File: src/hdl/dfp_pkg.sv
package dfp_pkg;

    // Event codes carried on event_res
    typedef enum logic [2:0] {
        EV_NONE      = 3'd0,
        EV_FRAME_OK  = 3'd1,
        EV_CHECK_ERR = 3'd2,
        EV_DATA      = 3'd3,
        EV_PIXEL     = 3'd4,
        EV_SYNC_LOST = 3'd5
    } event_t;

    // Configuration register indexes
    typedef enum logic [2:0] {
        CFG_BITMAP = 3'd0,
        CFG_SPI    = 3'd1,
        CFG_FILE   = 3'd2,
        CFG_NAME   = 3'd3,
        CFG_BOOT   = 3'd4,
        CFG_APP    = 3'd5
    } cfg_index_t;

    localparam int          CFG_COUNT   = 6;
    localparam int          CFG_IDX_W   = 3;
    localparam int          CFG_DATA_W  = 8;

    // Command codes after reset
    localparam logic [7:0]  RST_BITMAP  = 8'd1;
    localparam logic [7:0]  RST_SPI     = 8'd8;
    localparam logic [7:0]  RST_FILE    = 8'd35;
    localparam logic [7:0]  RST_NAME    = 8'd36;
    localparam logic [7:0]  RST_BOOT    = 8'd38;
    localparam logic [7:0]  RST_APP     = 8'd39;

    // Frame layout
    localparam logic [7:0]  SYNC_FIRST  = 8'hAA;
    localparam logic [7:0]  SYNC_SECOND = 8'h55;
    localparam logic [23:0] FRAME_CMD   = 24'd2;
    localparam logic [23:0] FRAME_ADDR_LAST = 24'd5;
    localparam logic [23:0] FRAME_CHECK = 24'd9;

    // Bitmap header layout
    localparam logic [23:0] BMP_HDR_LEN   = 24'h36;
    localparam logic [23:0] BMP_WIDTH_LO  = 24'h12;
    localparam logic [23:0] BMP_WIDTH_HI  = 24'h15;
    localparam logic [23:0] BMP_HEIGHT_LO = 24'h16;
    localparam logic [23:0] BMP_HEIGHT_HI = 24'h19;

    localparam int          DIM_BITS_DEFAULT = 16;

endpackage

File: src/hdl/download_frame_parser_unit.sv
// Serial download frame parser: one received byte per request.
// Latency: the result of a byte is registered at the edge that accepts it and
// is offered on the output channel from the next cycle.
// Throughput: one byte per cycle, set by the single result register; a new
// byte is taken whenever the result register is empty or being drained.
// Reset (rst_n low, asynchronous): hunt for the header, command codes to defaults.
module download_frame_parser_unit #(
    parameter int DIM_BITS = dfp_pkg::DIM_BITS_DEFAULT
) (
    input  logic                           clk,
    input  logic                           rst_n,

    input  logic                           cfg_we,
    input  logic [dfp_pkg::CFG_IDX_W-1:0]  cfg_index,
    input  logic [dfp_pkg::CFG_DATA_W-1:0] cfg_data,

    input  logic                           in_valid,
    output logic                           in_stall,
    input  logic [7:0]                     rx_byte,

    output logic                           out_valid,
    input  logic                           out_stall,
    output logic [2:0]                     event_res,
    output logic [7:0]                     frame_command,
    output logic [23:0]                    frame_address,
    output logic [23:0]                    frame_length,
    output logic [7:0]                     byte_value,
    output logic [23:0]                    byte_offset,
    output logic [15:0]                    pixel_x,
    output logic [15:0]                    pixel_y,
    output logic [15:0]                    pixel_color,
    output logic                           send_ack,
    output logic                           transfer_end,
    output logic                           write_terminator
);

    localparam int EXT_W = (DIM_BITS > 16) ? DIM_BITS : 16;

    typedef enum logic [1:0] {
        PH_HUNT  = 2'd0,
        PH_FRAME = 2'd1,
        PH_DATA  = 2'd2
    } phase_t;

    typedef enum logic [2:0] {
        K_BITMAP = 3'd0,
        K_SPI    = 3'd1,
        K_FILE   = 3'd2,
        K_NAME   = 3'd3,
        K_BOOT   = 3'd4,
        K_APP    = 3'd5,
        K_OTHER  = 3'd6
    } kind_t;

    // Registers
    logic [7:0]          cfg_reg [dfp_pkg::CFG_COUNT];
    phase_t              phase_reg,       phase_next;
    logic [23:0]         count_reg,       count_next;
    logic [7:0]          check_reg,       check_next;
    logic [7:0]          cmd_reg,         cmd_next;
    logic [23:0]         addr_reg,        addr_next;
    logic [23:0]         len_reg,         len_next;
    logic                hdr_done_reg,    hdr_done_next;
    logic [DIM_BITS-1:0] width_reg,       width_next;
    logic [DIM_BITS-1:0] height_reg,      height_next;
    logic [1:0]          colour_cnt_reg,  colour_cnt_next;
    logic [4:0]          red_reg,         red_next;
    logic [5:0]          green_reg,       green_next;
    logic [DIM_BITS-1:0] column_reg,      column_next;
    logic [DIM_BITS-1:0] rows_reg,        rows_next;

    logic                out_valid_reg,   out_valid_next;
    dfp_pkg::event_t     ev_reg,          ev_next;
    logic [7:0]          o_cmd_reg,       o_cmd_next;
    logic [23:0]         o_addr_reg,      o_addr_next;
    logic [23:0]         o_len_reg,       o_len_next;
    logic [7:0]          o_byte_reg,      o_byte_next;
    logic [23:0]         o_offset_reg,    o_offset_next;
    logic [15:0]         o_x_reg,         o_x_next;
    logic [15:0]         o_y_reg,         o_y_next;
    logic [15:0]         o_colour_reg,    o_colour_next;
    logic                o_ack_reg,       o_ack_next;
    logic                o_end_reg,       o_end_next;
    logic                o_term_reg,      o_term_next;

    logic                in_fire;
    kind_t               kind;
    logic                show_frame;
    logic [23:0]         count_inc;
    logic [DIM_BITS-1:0] column_inc;
    logic [DIM_BITS-1:0] row_index;
    logic [EXT_W-1:0]    x_ext;
    logic [EXT_W-1:0]    y_ext;
    logic [1:0]          lane;

    // Byte lane within the width or height field
    function automatic logic [1:0] BMP_LANE_BASE(input logic [23:0] idx);
        logic [1:0] base;
        base = (idx >= dfp_pkg::BMP_HEIGHT_LO) ? dfp_pkg::BMP_HEIGHT_LO[1:0]
                                                : dfp_pkg::BMP_WIDTH_LO[1:0];
        return base;
    endfunction

    // Take a request whenever the result register can move on
    assign in_stall = out_valid_reg & out_stall;
    assign in_fire  = in_valid & ~in_stall;

    // Classify the held command, first match wins
    always_comb
    begin
        if (cmd_reg == cfg_reg[dfp_pkg::CFG_BITMAP])
            kind = K_BITMAP;
        else if (cmd_reg == cfg_reg[dfp_pkg::CFG_SPI])
            kind = K_SPI;
        else if (cmd_reg == cfg_reg[dfp_pkg::CFG_FILE])
            kind = K_FILE;
        else if (cmd_reg == cfg_reg[dfp_pkg::CFG_NAME])
            kind = K_NAME;
        else if (cmd_reg == cfg_reg[dfp_pkg::CFG_BOOT])
            kind = K_BOOT;
        else if (cmd_reg == cfg_reg[dfp_pkg::CFG_APP])
            kind = K_APP;
        else
            kind = K_OTHER;
    end

    assign count_inc  = count_reg + 24'd1;
    assign column_inc = column_reg + DIM_BITS'(1);
    assign row_index  = rows_reg - DIM_BITS'(1);
    assign x_ext      = EXT_W'(column_reg);
    assign y_ext      = EXT_W'(row_index);
    assign lane       = count_reg[1:0] - BMP_LANE_BASE(count_reg);

    // Work out the next state and the result of one byte
    always_comb
    begin
        phase_next      = phase_reg;
        count_next      = count_reg;
        check_next      = check_reg;
        cmd_next        = cmd_reg;
        addr_next       = addr_reg;
        len_next        = len_reg;
        hdr_done_next   = hdr_done_reg;
        width_next      = width_reg;
        height_next     = height_reg;
        colour_cnt_next = colour_cnt_reg;
        red_next        = red_reg;
        green_next      = green_reg;
        column_next     = column_reg;
        rows_next       = rows_reg;

        show_frame      = 1'b0;
        ev_next         = dfp_pkg::EV_NONE;
        o_byte_next     = '0;
        o_offset_next   = '0;
        o_x_next        = '0;
        o_y_next        = '0;
        o_colour_next   = '0;
        o_ack_next      = 1'b0;
        o_end_next      = 1'b0;
        o_term_next     = 1'b0;

        case (phase_reg)
            PH_FRAME:
            begin
                if (count_reg < dfp_pkg::FRAME_CHECK)
                begin
                    // Collect a frame byte
                    check_next = check_reg ^ rx_byte;
                    if (count_reg == dfp_pkg::FRAME_CMD)
                        cmd_next = rx_byte;
                    else if (count_reg <= dfp_pkg::FRAME_ADDR_LAST)
                        addr_next = {addr_reg[15:0], rx_byte};
                    else
                        len_next = {len_reg[15:0], rx_byte};
                    count_next = count_inc;
                end
                else if (rx_byte != check_reg)
                begin
                    // Drop the frame and hunt again
                    ev_next         = dfp_pkg::EV_CHECK_ERR;
                    phase_next      = PH_HUNT;
                    count_next      = '0;
                    hdr_done_next   = 1'b0;
                    colour_cnt_next = '0;
                end
                else
                begin
                    ev_next         = dfp_pkg::EV_FRAME_OK;
                    show_frame      = 1'b1;
                    count_next      = '0;
                    hdr_done_next   = 1'b0;
                    colour_cnt_next = '0;
                    o_ack_next      = (kind == K_FILE) || (kind == K_NAME) ||
                                      (kind == K_BOOT) || (kind == K_APP);
                    if (kind == K_OTHER)
                    begin
                        o_end_next = 1'b1;
                        phase_next = PH_HUNT;
                    end
                    else
                    begin
                        phase_next = PH_DATA;
                    end
                end
            end

            PH_DATA:
            begin
                show_frame = 1'b1;
                count_next = count_inc;
                if (kind == K_BOOT || kind == K_SPI || kind == K_FILE ||
                    kind == K_NAME || kind == K_APP)
                begin
                    // Pass a store byte on
                    ev_next       = dfp_pkg::EV_DATA;
                    o_byte_next   = rx_byte;
                    o_offset_next = count_reg;
                end
                else if (kind == K_BITMAP && !hdr_done_reg)
                begin
                    // Pick width and height out of the bitmap header
                    if (count_reg == '0)
                    begin
                        width_next  = '0;
                        height_next = '0;
                    end
                    else if (count_reg inside {[dfp_pkg::BMP_WIDTH_LO:dfp_pkg::BMP_WIDTH_HI]})
                    begin
                        for (int j = 0; j < DIM_BITS; j++)
                        begin
                            if ((j >> 3) == int'(lane))
                                width_next[j] = width_reg[j] | rx_byte[j & 7];
                        end
                    end
                    else if (count_reg inside
                             {[dfp_pkg::BMP_HEIGHT_LO:dfp_pkg::BMP_HEIGHT_HI]})
                    begin
                        for (int j = 0; j < DIM_BITS; j++)
                        begin
                            if ((j >> 3) == int'(lane))
                                height_next[j] = height_reg[j] | rx_byte[j & 7];
                        end
                    end
                    if (count_inc >= dfp_pkg::BMP_HDR_LEN)
                    begin
                        rows_next       = height_next;
                        column_next     = '0;
                        colour_cnt_next = '0;
                        hdr_done_next   = 1'b1;
                    end
                end
                else if (kind == K_BITMAP)
                begin
                    // Gather red, green, then blue and emit the pixel
                    case (colour_cnt_reg)
                        2'd0:
                        begin
                            red_next        = rx_byte[7:3];
                            colour_cnt_next = 2'd1;
                        end
                        2'd1:
                        begin
                            green_next      = rx_byte[7:2];
                            colour_cnt_next = 2'd2;
                        end
                        default:
                        begin
                            colour_cnt_next = 2'd0;
                            ev_next         = dfp_pkg::EV_PIXEL;
                            o_x_next        = x_ext[15:0];
                            o_y_next        = y_ext[15:0];
                            o_colour_next   = {rx_byte[7:3], green_reg, red_reg};
                            if (column_inc >= width_reg)
                            begin
                                rows_next   = row_index;
                                column_next = '0;
                            end
                            else
                            begin
                                column_next = column_inc;
                            end
                        end
                    endcase
                end

                // End the transfer once the length is reached
                if (count_inc >= len_reg)
                begin
                    o_end_next      = 1'b1;
                    o_term_next     = (kind == K_NAME);
                    phase_next      = PH_HUNT;
                    count_next      = '0;
                    hdr_done_next   = 1'b0;
                    colour_cnt_next = '0;
                end
            end

            default:
            begin
                // Hunt for the two-byte header
                if (count_reg == '0)
                begin
                    if (rx_byte == dfp_pkg::SYNC_FIRST)
                        count_next = 24'd1;
                end
                else if (rx_byte == dfp_pkg::SYNC_SECOND)
                begin
                    phase_next = PH_FRAME;
                    count_next = dfp_pkg::FRAME_CMD;
                    check_next = dfp_pkg::SYNC_FIRST ^ dfp_pkg::SYNC_SECOND;
                    cmd_next   = '0;
                    addr_next  = '0;
                    len_next   = '0;
                end
                else
                begin
                    ev_next         = dfp_pkg::EV_SYNC_LOST;
                    phase_next      = PH_HUNT;
                    count_next      = '0;
                    hdr_done_next   = 1'b0;
                    colour_cnt_next = '0;
                end
            end
        endcase

        o_cmd_next  = show_frame ? cmd_next  : '0;
        o_addr_next = show_frame ? addr_next : '0;
        o_len_next  = show_frame ? len_next  : '0;
    end

    assign out_valid_next = in_fire | (out_valid_reg & out_stall);

    // Hold state, configuration and the result register
    always_ff @(posedge clk or negedge rst_n)
    begin
        if (!rst_n)
        begin
            cfg_reg[dfp_pkg::CFG_BITMAP] <= dfp_pkg::RST_BITMAP;
            cfg_reg[dfp_pkg::CFG_SPI]    <= dfp_pkg::RST_SPI;
            cfg_reg[dfp_pkg::CFG_FILE]   <= dfp_pkg::RST_FILE;
            cfg_reg[dfp_pkg::CFG_NAME]   <= dfp_pkg::RST_NAME;
            cfg_reg[dfp_pkg::CFG_BOOT]   <= dfp_pkg::RST_BOOT;
            cfg_reg[dfp_pkg::CFG_APP]    <= dfp_pkg::RST_APP;
            phase_reg      <= PH_HUNT;
            count_reg      <= '0;
            check_reg      <= '0;
            cmd_reg        <= '0;
            addr_reg       <= '0;
            len_reg        <= '0;
            hdr_done_reg   <= 1'b0;
            width_reg      <= '0;
            height_reg     <= '0;
            colour_cnt_reg <= '0;
            red_reg        <= '0;
            green_reg      <= '0;
            column_reg     <= '0;
            rows_reg       <= '0;
            out_valid_reg  <= 1'b0;
        end
        else
        begin
            if (cfg_we && cfg_index < dfp_pkg::CFG_IDX_W'(dfp_pkg::CFG_COUNT))
                cfg_reg[cfg_index] <= cfg_data;
            out_valid_reg <= out_valid_next;
            if (in_fire)
            begin
                phase_reg      <= phase_next;
                count_reg      <= count_next;
                check_reg      <= check_next;
                cmd_reg        <= cmd_next;
                addr_reg       <= addr_next;
                len_reg        <= len_next;
                hdr_done_reg   <= hdr_done_next;
                width_reg      <= width_next;
                height_reg     <= height_next;
                colour_cnt_reg <= colour_cnt_next;
                red_reg        <= red_next;
                green_reg      <= green_next;
                column_reg     <= column_next;
                rows_reg       <= rows_next;
            end
        end
    end

    // Result payload needs no reset
    always_ff @(posedge clk)
    begin
        if (in_fire)
        begin
            ev_reg       <= ev_next;
            o_cmd_reg    <= o_cmd_next;
            o_addr_reg   <= o_addr_next;
            o_len_reg    <= o_len_next;
            o_byte_reg   <= o_byte_next;
            o_offset_reg <= o_offset_next;
            o_x_reg      <= o_x_next;
            o_y_reg      <= o_y_next;
            o_colour_reg <= o_colour_next;
            o_ack_reg    <= o_ack_next;
            o_end_reg    <= o_end_next;
            o_term_reg   <= o_term_next;
        end
    end

    assign out_valid        = out_valid_reg;
    assign event_res        = ev_reg;
    assign frame_command    = o_cmd_reg;
    assign frame_address    = o_addr_reg;
    assign frame_length     = o_len_reg;
    assign byte_value       = o_byte_reg;
    assign byte_offset      = o_offset_reg;
    assign pixel_x          = o_x_reg;
    assign pixel_y          = o_y_reg;
    assign pixel_color      = o_colour_reg;
    assign send_ack         = o_ack_reg;
    assign transfer_end     = o_end_reg;
    assign write_terminator = o_term_reg;

`ifndef SYNTH
    // Hunting never keeps bitmap progress
    a_hunt_clean: assert property (@(posedge clk) disable iff (!rst_n)
        (phase_reg == PH_HUNT) |-> (!hdr_done_reg && colour_cnt_reg == 2'd0 &&
                                    count_reg <= 24'd1))
        else $error("stale transfer state while hunting");

    // Frame collection keeps its byte index within the frame
    a_frame_index: assert property (@(posedge clk) disable iff (!rst_n)
        (phase_reg == PH_FRAME) |-> (count_reg >= dfp_pkg::FRAME_CMD &&
                                     count_reg <= dfp_pkg::FRAME_CHECK))
        else $error("frame byte index out of range");

    // Acknowledge only comes with an accepted frame
    a_ack_event: assert property (@(posedge clk) disable iff (!rst_n)
        (out_valid_reg && o_ack_reg) |-> (ev_reg == dfp_pkg::EV_FRAME_OK))
        else $error("acknowledge without accepted frame");

    // Terminator only on the last byte of a transfer
    a_term_end: assert property (@(posedge clk) disable iff (!rst_n)
        (out_valid_reg && o_term_reg) |-> (o_end_reg && ev_reg == dfp_pkg::EV_DATA))
        else $error("terminator without transfer end");

    // A finished transfer returns to the hunt
    a_end_hunt: assert property (@(posedge clk) disable iff (!rst_n)
        (in_fire && o_end_next) |=> (phase_reg == PH_HUNT))
        else $error("transfer end did not return to hunt");
`endif

endmodule
File: config.mk
export PLATFORM = sky130hd
export DESIGN_NAME = download_frame_parser_unit
export DESIGN_NICKNAME = d
export VERILOG_FILES = /design/src/hdl/dfp_pkg.sv /design/src/hdl/download_frame_parser_unit.sv
export SDC_FILE = /design/constraint.sdc
export NUM_CORES = 1
export LEC_CHECK = 0
export ABC_CLOCK_PERIOD_IN_PS = 6100
export BUFFER_PORTS_ARGS = -buffer_cell sky130_fd_sc_hd__buf_2
export CAP_MARGIN = 10
export CORE_AREA = 2 2 220 222
export DETAILED_ROUTE_END_ITERATION = 6
export DIE_AREA = 0 0 222 224
export GPL_ROUTABILITY_DRIVEN = 0
export HOLD_SLACK_MARGIN = 0.05
export SYNTH_ARGS = -nofsm -noshare
export SYNTH_HDL_FRONTEND = slang
export SYNTH_SLANG_ARGS = --single-unit
File: constraint.sdc
create_clock -name clk -period 6.1 [get_ports clk]
set_input_delay 0.305 -clock clk [delete_from_list [all_inputs] [get_ports clk]]
set_output_delay 0.305 -clock clk [all_outputs]
set_load 0.02 [all_outputs]
Yosys cells after proc, flatten, opt, wreduce, memory -nomap -nowiden --
Cells that the tools add are included.
Storage, ports and cells: latch bits 0, memories 0, register bits after elaboration 359, output and inout bits 144, RAM bits 0, word-level logic and storage cells 292, ROM bits 0
Cells by class: div/mod/pow operators 0, shift-type cells 0, reduce and logical (&&, ||, !) cells 40, add/subtract/negate cells 4, $lt $le $gt $ge 12, bitwise gates (word level) 43, eq/ne operators 34, multiply operators 0, muxes and demuxes 125
Operators by type and width (count):
- $mux 24 | 14
- $mux 16 | 15
- $pmux 24 s2 | 3
- $mux 8 | 8
- $bwmux 48 | 1
- $eq 8x8->1 | 6
- $ge 24x5->1 const B | 2
- $le 24x5->1 const B | 2
- $mux 1 | 46
- $mux 2 | 18
- $or 1x1->1 | 33
- $pmux 8 s2 | 2
- $mux 3 | 10
- $reduce_and 6->1 | 5
- $add 24x1->24 const B | 1
- $demux 8 s3 | 1
- $eq 24x2->1 const B | 1
- $ge 24x24->1 | 1
- $ge 24x6->1 const B | 1
- $le 24x3->1 const B | 1
- $logic_not 24->1 | 1
- $lt 24x4->1 const B | 1
- $reduce_and 7->1 | 3
- $add 16x1->16 const B | 1
- 40 further kinds | 81

Longest topological paths before layout --
depth in word-level cells 15, depth in mapped cells 18, mapped depth without buffers 14

Worst setup path after synthesis --
OpenSTA, ideal clock, no wires.
path kind reg2reg, start register out_valid_reg (netlist: out_valid), end register column_reg[12], clock period less this slack 5.588 ns, arrival 5.458 ns, path slack 0.512 ns, stages on the path, launching flop included 10, data required time 5.970 ns, setup time 0.130 ns, path through dfrtp_1 -> nand2_1 -> nand2_1 -> clkinv_1 -> and3_1 -> nand3_1 -> clkbuf_1 -> a21oi_1 -> buf_2 -> mux2i_1
Between the ends: cells in the longest elaborated chain, start to end 4
RTL lines:
- from (decl) | RTL line download_frame_parser_unit.sv:72 | logic out_valid_reg, out_valid_next;
- from (signal assigned) | RTL line download_frame_parser_unit.sv:365 | out_valid_reg <= out_valid_next;
- $and 1x1->1 | RTL line download_frame_parser_unit.sv:105 | assign in_stall = out_valid_reg & out_stall;
- $not 1->1 | RTL line download_frame_parser_unit.sv:106 | assign in_fire = in_valid & ~in_stall;
- $and 1x1->1 | RTL line download_frame_parser_unit.sv:106
- via in_fire | RTL line download_frame_parser_unit.sv:86 | logic in_fire;
- $reduce_and 6->1 (no source line)
- to (signal assigned) | RTL line download_frame_parser_unit.sv:380 | column_reg <= column_next;
- to (decl) | RTL line download_frame_parser_unit.sv:69 | logic [DIM_BITS-1:0] column_reg, column_next;
The timed path passes the listed nets, and every way through them passes these cells. A chain may end at the register's enable or synchronous reset.

Final worst setup path --
start register count_reg[0], end register count_reg[4]
Between the ends: cells in the longest elaborated chain, start to end 4, elaborated cells on any way between the ends 10
RTL lines:
- from (decl) | RTL line download_frame_parser_unit.sv:58 | logic [23:0] count_reg, count_next;
- from (signal assigned) | RTL line download_frame_parser_unit.sv:369 | count_reg <= count_next;
- $add 24x1->24 | RTL line download_frame_parser_unit.sv:127 | assign count_inc = count_reg + 24'd1;
- $ge 24x24->1 | RTL line download_frame_parser_unit.sv:288 | if (count_inc >= len_reg)
- $mux 24 | RTL line download_frame_parser_unit.sv:288
- $pmux 24 s2 | RTL line download_frame_parser_unit.sv:163 | case (phase_reg)
Parallel ways exist; a longest one is shown, timed or not.

==> flow_summary.yaml <==
outcome:
  status: "completed"
synthesis:
  syn_nets: 1842
  synth_cell_types: 81
  synth_simple_gate_area_share_pct: 16.0
  synth_top_family_by_area: "simple AND/OR/NAND/NOR gates"
  synth_ff_type: "dfrtp_1"
  synth_compound_area_share_pct: 13.9
  synthAdderAreaFrac_pct: 3.28
  ys_seq_area_share_pct: 51.9
  ys_ff_latch: 359
  synth_xor_area_share_pct: 4.31
  synthCells: 1769
  synth_edf_count: 142
  synthMuxAreaShare_pct: 6.08
  netlist_area_um2: 18700
  ys_async_sr_fraction_pct: 60.4
  synth_area_per_cell_um2: 10.6
  ys_warn_count: 0
global_route:
  grt_pass1_wl_mm: 78.9
  grt_max_degree: 128
  antenna_found_initial: 1
  globalRouteOverflowTotal: 0
  grt_util_all_layers_pct: 20.1
  grt_pass1_vias: 13900
floorplan:
  core_area_um2: 47300
  die_w_um: 222
  die_h_um: 224
  ioPinCount: 168
  start_util_pct: 39.5
  dieArea_um2: 49700
  rows: 80
setup_path:
  critical_path.cell_chain: "ha_1 -> and4_1 -> and4_1 -> nand4_1 -> and2_1 -> or2_2 -> ha_1 -> nand4_1 -> nor4_1 -> o2111ai_1 -> o2111a_1 -> o21ai_0 -> buf_4 -> o22ai_1"
  cp_slowest_stage_delay_ns: 0.55
  crit_type: "register to register"
  r2r-end: "count_reg[4]$_DFFE_PN0P_"
  crit_path_start: "count_reg[0]$_DFFE_PN0P_"
  r2r_start: "count_reg[0]$_DFFE_PN0P_"
  worstPathRequired_ns: 6.51
  endpoint: "count_reg[4]$_DFFE_PN0P_"
  worstPathMaxFanout: 10
  cp_data_arrival_time_ns: 5.28
  end_kind: "register"
  cpMaxStageDelayCell: "dfrtp_1"
  reg2reg_depth: 14
  worst-r2r-setup-slack_ns: 1.24
  start_kind: "register"
cells_and_area:
  drive_gt1_share_pct: 18.9
  final_cells: 2528
  fillers: 4438
  largest_reg_flops: 48
  areaGrowthSynthToFinish_pct: 14.3
  mostFrequentLayoutCells: "203 x dfrtp_1, 166 x buf_2, 142 x edfxtp_1"
  final_nets: 1952
  mostFrequentLayoutCell: "dfrtp_1"
drt:
  viasPerCell: 5.59
  detail-route-antenna-nets: 0
  first_pass_iters: 6
  drt_iter0_markers: 1211
  wl_per_cell_um: 19.8
  drc: 0
  dr_total_vias: 14100
  finalWirelength_mm: 50.1
sta:
  relSlewSlack_pct: 19.6
  drv_slew: 0
  clock_skew_ns: 0.0204
  period_needed_ns: 4.86
  rsz0062_at_grt: "false"
  max_freq_ghz: 0.206
  min_period_over_period_pct: 79.7
  layout_setup_ws_ns: 1.24
  setup_violations: 0
  tns_ns: 0
  tightest_slew_ns: 1.20
  final-hold-violation-count: 0
place:
  dp_slack_ns: 1.30
  place_inst: 2447
  dpl.hpwl_mm: 33.3
  place.port_buffers: 167
worst_hold_path:
  hold_path_class: "primary input to register"
clocking:
  path_clk_slew_ns: 0.06
  cts_made_buffers: 41
  cts_tree: "yes"
  cts_setup_buffers: 0
  clock_latency_ns: 0.57
  clock_sinks: 359
  htreeDepth: 2
  cts_buffer_depth: 3
  root_buffer: "clkbuf_16"
power_and_ir_drop:
  vdd_ir_drop_max_v: 0.000178
  p_total_uw: 6250
  p_leak_uw: 0.00896
  powerDensity_nw_per_um2: 293
run:
  drv_cap: 0
## stage by stage
stage          util (%)  hold WS (ns)  area, um^2
2_1_floorplan         -       0.00941       18700
3_3_place_gp       42.3         0.438       20000
6_report           45.1        0.0890       21400
5_1_grt            45.1        0.0891       21400
4_1_cts            45.1        0.0532       21400
3_5_place_dp       42.3         0.447       20000
## timing repair
item / 4_1_cts / 5_1_grt
resized for setup: 0 / 0
hold buffers: 3 / 0
endpoints found under the hold margin: 91 / 0
## worst max-delay path: cells and delay by family (launching register included)
family / cells / cell delay (ns)
simple gates: 7 / 2.10
compound gates: 4 / 1.11
fa+ha+maj: 2 / 0.68
flops: 1 / 0.55
buf+inv: 1 / 0.27
## how the worst min path moves through the flow
stage	start	to	slack, ns	cells past startpoint
floorplan	rst_n	addr_reg[0]$_DFFE_PN0P_	0.009	0
global placement	rst_n	column_reg[7]$_DFFE_PN0P_	0.44	1
detailed placement	rst_n	column_reg[7]$_DFFE_PN0P_	0.45	1
CTS	cfg_data[0]	cfg_reg[8]$_DFFE_PN0P_	0.05	2
global route	cfg_data[4]	cfg_reg[12]$_DFFE_PN0P_	0.09	2
finish	cfg_data[0]	cfg_reg[8]$_DFFE_PN0P_	0.09	2
## Yosys cell counts (49+ instances only)
| cell | number | area share (%) |
|---|---|---|
| mux2_2 | 61 | 3.7 |
| dfrtp_1 | 203 | 27 |
| a21oi_1 | 61 | 1.6 |
| ha_1 | 49 | 3.3 |
| xnor2_1 | 58 | 2.7 |
| nand2_1 | 140 | 2.8 |
| and2_1 | 62 | 2.1 |
| nor2_1 | 137 | 2.8 |
| edfxtp_1 | 142 | 23 |
| clkbuf_1 | 91 | 1.8 |
| o21ai_0 | 93 | 2.5 |
| inv_1 | 76 | 1.5 |
## final cells by class
class	count	area, um^2	share of cell area, %
Sequential cell	359	9710	45.5
Multi-Input combinational cell	1204	8200	38.4
Clock buffer	52	1130	5.29
Timing Repair Buffer	195	1070	5.02
Tap cell	615	769	3.60
Inverter	78	298	1.39
Clock inverter	24	179	0.837
Antenna cell	1	2.50	0.0117
## routing by layer
metal / track usage, % / part of all wire [%]
met5: 0 / 0.036
met4: 8.06 / 3.4
met3: 2.58 / 4.8
met2: 31.7 / 46
met1: 28.0 / 46
## kinds of logic after synthesis
family                     after synthesis
and+or+nand+nor                        577
AOI/OAI and AO/OA                      380
DFF                                    359
buffers and inverters                  206
muxes                                  106
xor gates and xnor gates                92
adders and majority gates               49
## where the power goes
part,internal (uW),leakage [uW],switching [uW],total [uW]
Combinational,406,0.00413,501,908
Sequential,2720,0.00420,214,2940
Clock,1400,0.000636,1010,2410
Power figures use the tool's default switching activity.
